[config.mk]
export PLATFORM = sky130hd
export DESIGN_NAME = bpa_controller
export DESIGN_NICKNAME = d
export VERILOG_FILES = /design/src/sv/bpa_pkg.sv /design/src/sv/bpa_controller.sv
export VERILOG_INCLUDE_DIRS = /design/src /design/src/sv
export SDC_FILE = /design/constraint.sdc
export NUM_CORES = 1
export LEC_CHECK = 0
export BUFFER_PORTS_ARGS = -buffer_cell sky130_fd_sc_hd__buf_4
export CAP_MARGIN = 25
export CORE_AREA = 10 10 47 49
export CTS_BUF_LIST = sky130_fd_sc_hd__clkbuf_4
export CTS_CLUSTER_DIAMETER = 200
export DETAILED_ROUTE_END_ITERATION = 6
export DIE_AREA = 0 0 57 59
export PLACE_DENSITY = 0.63
export SLEW_MARGIN = 20
export SYNTH_ARGS = -nofsm -noshare
export SYNTH_HDL_FRONTEND = slang
export SYNTH_SLANG_ARGS = --single-unit
[constraint.sdc]
create_clock -name clk -period 1.3 [get_ports clk]
set_clock_uncertainty 0.2 [all_clocks]
set_input_delay 0.26 -clock clk [delete_from_list [all_inputs] [get_ports clk]]
set_output_delay 0.26 -clock clk [all_outputs]
set_load 0.01 [all_outputs]
[src/sv/bitmap_page_allocator_assert.svh]
// Assertion macros for the bitmap page allocator.
// Uses the clk and rst names of the module that includes it.
`ifndef BITMAP_PAGE_ALLOCATOR_ASSERT_SVH
`define BITMAP_PAGE_ALLOCATOR_ASSERT_SVH
`ifndef NO_ASSERTIONS
`define BPA_ASSERT(name, prop, msg) \
  name: assert property (@(posedge clk) disable iff (rst) prop) else $error(msg);
`define BPA_ASSERT_ALWAYS(name, prop, msg) \
  name: assert property (@(posedge clk) prop) else $error(msg);
`else
`define BPA_ASSERT(name, prop, msg)
`define BPA_ASSERT_ALWAYS(name, prop, msg)
`endif
`endif

[src/sv/bpa_pkg.sv]
`timescale 1ns / 1ps
// Shared constants, result codes and controller/datapath types of the page allocator.
// No dependencies.
package bpa_pkg;

  localparam int DEF_POOL_WORDS = 2048;
  localparam int DEF_PAGE_BYTES = 4096;

  localparam logic [31:0] BASE_RESET = 32'h3000_0000;

  localparam logic OP_ALLOC = 1'b0;
  localparam logic OP_FREE  = 1'b1;

  typedef logic [2:0] bpa_status_t;

  localparam bpa_status_t ST_DIRECT  = 3'd0;
  localparam bpa_status_t ST_ALLOC   = 3'd1;
  localparam bpa_status_t ST_FREED   = 3'd2;
  localparam bpa_status_t ST_FULL    = 3'd3;
  localparam bpa_status_t ST_OUTSIDE = 3'd4;

  typedef struct packed {
    logic        clear_step;
    logic        capture;
    logic        rd_l1;
    logic        rd_l0;
    logic        rd_free;
    logic        commit_alloc;
    logic        commit_free;
    logic        emit;
    bpa_status_t status;
  } bpa_cmd_t;

  typedef struct packed {
    logic clear_done;
    logic op;
    logic direct;
    logic l2_full;
    logic outside;
    logic overflow;
    logic out_free;
  } bpa_sts_t;

endpackage

[src/sv/bpa_controller.sv]
`timescale 1ns / 1ps
// Controller state machine of the page allocator: clearing pass, request decode and the
// summary-then-map search sequence. Depends on bpa_pkg and the assertion macro header.
`include "bitmap_page_allocator_assert.svh"
module bpa_controller import bpa_pkg::*; (
  input  logic     clk,
  input  logic     rst,
  input  logic     in_valid,
  output logic     in_ready,
  input  bpa_sts_t sts,
  output bpa_cmd_t cmd
);

  localparam logic [2:0] S_CLEAR = 3'd0;
  localparam logic [2:0] S_IDLE  = 3'd1;
  localparam logic [2:0] S_CHECK = 3'd2;
  localparam logic [2:0] S_L1    = 3'd3;
  localparam logic [2:0] S_L0    = 3'd4;
  localparam logic [2:0] S_FREE  = 3'd5;

  logic [2:0] state;
  logic [2:0] state_next;

  always_ff @(posedge clk) begin
    if (rst) begin
      state <= S_CLEAR;
    end else begin
      state <= state_next;
    end
  end

  always_comb begin
    cmd        = '0;
    in_ready   = 1'b0;
    state_next = state;
    case (state)
      S_CLEAR: begin
        cmd.clear_step = 1'b1;
        if (sts.clear_done) state_next = S_IDLE;
      end
      S_IDLE: begin
        in_ready = 1'b1;
        if (in_valid) begin
          cmd.capture = 1'b1;
          state_next  = S_CHECK;
        end
      end
      S_CHECK: begin
        if (sts.op == OP_FREE) begin
          if (sts.outside) begin
            if (sts.out_free) begin
              cmd.emit   = 1'b1;
              cmd.status = ST_OUTSIDE;
              state_next = S_IDLE;
            end
          end else begin
            cmd.rd_free = 1'b1;
            state_next  = S_FREE;
          end
        end else if (sts.direct || sts.l2_full) begin
          if (sts.out_free) begin
            cmd.emit   = 1'b1;
            cmd.status = sts.direct ? ST_DIRECT : ST_FULL;
            state_next = S_IDLE;
          end
        end else begin
          cmd.rd_l1  = 1'b1;
          state_next = S_L1;
        end
      end
      S_L1: begin
        cmd.rd_l0  = 1'b1;
        state_next = S_L0;
      end
      S_L0: begin
        if (sts.out_free) begin
          cmd.emit         = 1'b1;
          cmd.status       = sts.overflow ? ST_FULL : ST_ALLOC;
          cmd.commit_alloc = !sts.overflow;
          state_next       = S_IDLE;
        end
      end
      S_FREE: begin
        if (sts.out_free) begin
          cmd.emit        = 1'b1;
          cmd.status      = ST_FREED;
          cmd.commit_free = 1'b1;
          state_next      = S_IDLE;
        end
      end
      default: begin
        state_next = S_IDLE;
      end
    endcase
  end

  `BPA_ASSERT_ALWAYS(a_reset_clears, rst |=> (state == S_CLEAR), "reset did not start clearing")
  `BPA_ASSERT(a_emit_room, cmd.emit |-> sts.out_free, "result written over a waiting item")
  `BPA_ASSERT(a_summary_read, cmd.rd_l1 |-> !sts.l2_full, "summary read with no free word")
  `BPA_ASSERT(a_commit_emits, (cmd.commit_alloc || cmd.commit_free) |-> cmd.emit, "map changed without a result")

endmodule
==> results.md <==
- Standard-cell rows: 14
- Inserted Clock Buffers: 3
- Post-synthesis cell area: about 310 um2
- Kind of start point of the critical path: register
- Synthesized netlist net count: 56
- Leak: roughly 0.37 nW
- Most common flop cell mapped by yosys: dfxtp_1
- Violation count after the first detailed-routing iteration: 1
- # DRC: 0
- Root buffer cell: clkbuf_4
- Global-route wire length before repair: between 2000 and 2500 um
- Max-slew violation count: 0
- Worst reg-to-reg setup slack: -200 ps
- Number of distinct library cells after synthesis: 23
- Slew headroom: 0.800
- Initial antenna violation count: 0
- Fill cell instance count of the final layout: approximately 140
- First-pass detailed-route iteration total: 3
- Buffers & Inverters on Critical Path: 1
- Commonest non-fill, non-tap cell in the layout: buf_4
- Clock network fraction of total power: 0.389
- WHS: ~5.0 ps
- Switching portion of total power: 0.279
- Total gr overflow: 0
- Worst-case setup margin in the final layout: -449 ps
- Insertion delay to the later sink of the worst-skew pair: approximately 230 ps
- Antenna Cells: 0
- Worst path arrival time: between 1000 and 1500 ps
- Worst supply voltage drop on vdd: 0.000507 V
- Maximum number of buffers from clock root to sink: 2
- Req. time, crit path: approximately 840 ps
- Largest regs: state (3)
- Worst-Margin Slew: 298 ps
- Syn Area/Cell: roughly 6.7 um2
- Number of nets in the finished design: ~100
- Power density relative to cell area: 572 nW/um2
- Cell-internal power: roughly 0.35 mW
- Portion of the clock cycle consumed by the worst path in the final layout: 1.35
- Post-layout min period: between 1500 and 2000 ps
- Unrepaired setup endpoints after global routing: yes
- Slowest stage delay, CP: about 330 ps
- Detailed placer's ending HPWL: slightly above 1000 um
- Flip-flop count of the largest register after layout: 3
- Count of clock tree sinks: 3
- Count of port buffers added during placement: 21
- Number of top-level pins: 22
- FMAX: between 500 and 600 MHz
- Count of placed standard cells including taps: 95
- Max-Cap Viols: 0
- Number of levels in the clock H-tree: 1
- Tot GR Track Use: 0.0798
- Sequential-to-total area share from yosys stat: 0.194
- TritonCTS clock tree: done
- Number of enable-type register cells in the synthesized netlist: 0
- Mean routed wirelength per cell: around 14 um
- Failing checks: setup timing
- Die width: 57 um
- Category of the critical setup timing path: register to output port
- Synth warn: 0
- Largest net degree at the start of global routing: 9
- Total core area: between 1000 and 1500 um2
- Vertical die dimension: 59 um
- Detail Route Antenna Nets: 0
- Utilization after layout: 0.600
- Type of the most critical hold path: input port to register
- Gpl congestion: approximately 0.78
- Via count: around 510
- Endpoint class of the critical path: output port
- Portion of total power attributed to sequential cells: 0.213
- Share of cells above drive strength 1: 0.761
- Area Growth Syn to Fin: 172%
- Count of placed standard cells in the final layout, fillers left out: about 110
- Final-report hold violation count: 0
- Routed vias/inst: about 4.8
- Clock transition time at the flip-flop clock pins of the worst setup and hold paths: approximately 40 ps
- Number of global-route vias before repair: 532
- Worst Path Max Fanout: 6
- Worst-path cell chain: and2b_4 -> nand2b_4 -> nor2_2 -> o21a_1 -> buf_6
- Outcome: finished with violations
- Combinational group share of total power: 0.397
- Register bit total from synthesis: 3
- Most flop-heavy register: state
- Detailed Route WL: roughly 1500 um
- Cell with the biggest individual delay on the critical path: dfxtp_4
- Net switching power: 0.134 mW
- Dominant delay contributor by cell family on the critical path: simple AND/OR/NAND/NOR gates
- Total setup violations reported at the end of the flow: 14
- Post-synthesis instance total: 46
- Post-synth ARST share: 0
- Full die area: 3360 um2
- Effective utilization at floorplan: 0.221
- Most used cells in the layout excluding fill and tap cells: buf_4 (31), buf_6 (11), clkbuf_4 (4)
-- per-layer routing --
metal  up-vias  routed length (um)  global-route usage
li1        262                   -                   -
met1       235                 588              0.0827
met2        16                 785               0.130
met3         0                 103              0.0472
met4         0                   0              0.0302
met5         -                   0                   0
-- Yosys cell counts, types with 2 or more instances --
cell type  number  area share
a21oi_1         3       0.049
and2_1          3       0.061
clkbuf_1        2       0.024
dfxtp_1         3        0.19
nand2_1         2       0.024
nand2b_1        3       0.061
nand3_1         2       0.032
nor2_1          6       0.073
nor2b_1         2       0.040
nor3b_1         3       0.073
o21ai_0         5       0.081
-- what timing repair did --
action	in CTS	in global routing
buffers inserted	1	6
pin swaps	6	5
setup endpoints to repair	14	14
hold buffers	1	1
resized for setup	12	14
endpoints found under the hold margin	1	1
-- worst paths after layout --
path / cells after the start / startpoint / to
min reg2reg: 2 / state[2] / state[1]
min: 2 / rst / state[1]
max: 5 / state[2] / cmd[3]
max reg2reg: 5 / state[2] / state[1]
-- cells by family after synthesis --
kind of cell,share of synthesized area
flip-flops,0.194
AND/OR/NAND/NOR,0.474
buffers and inverters,0.0364
AO/OA/AOI/OAI,0.296
-- per-stage QoR --
stage,instance area [um2],setup slack (ps),power (mW),setup TNS [ps]
2_1_floorplan,369,-109,0.163,-436
3_3_place_gp,634,-324,0.237,-2100
3_5_place_dp,634,-332,0.238,-2270
4_1_cts,731,-476,0.449,-4480
5_1_grt,841,-521,0.512,-5400
6_report,841,-449,0.481,-4490
-- area by class of cell --
cell class / count / area [um2] / area share
Inverter: 1 / 3.75 / 0.00446
Tap cell: 16 / 20.0 / 0.0238
Clock buffer: 4 / 30.0 / 0.0357
Multi-Input combinational cell: 40 / 342 / 0.406
Timing Repair Buffer: 44 / 377 / 0.448
Sequential cell: 3 / 68.8 / 0.0818
-- power by group through the flow --
stage	clock [mW]	sequential [mW]	combinational [mW]
after floorplan	0	0.100	0.0625
after CTS	0.194	0.102	0.152
after global placement	0	0.102	0.134
after global routing	0.202	0.103	0.207
final	0.187	0.103	0.191
after detailed placement	0	0.103	0.135
(Power assumes the default switching activity.)
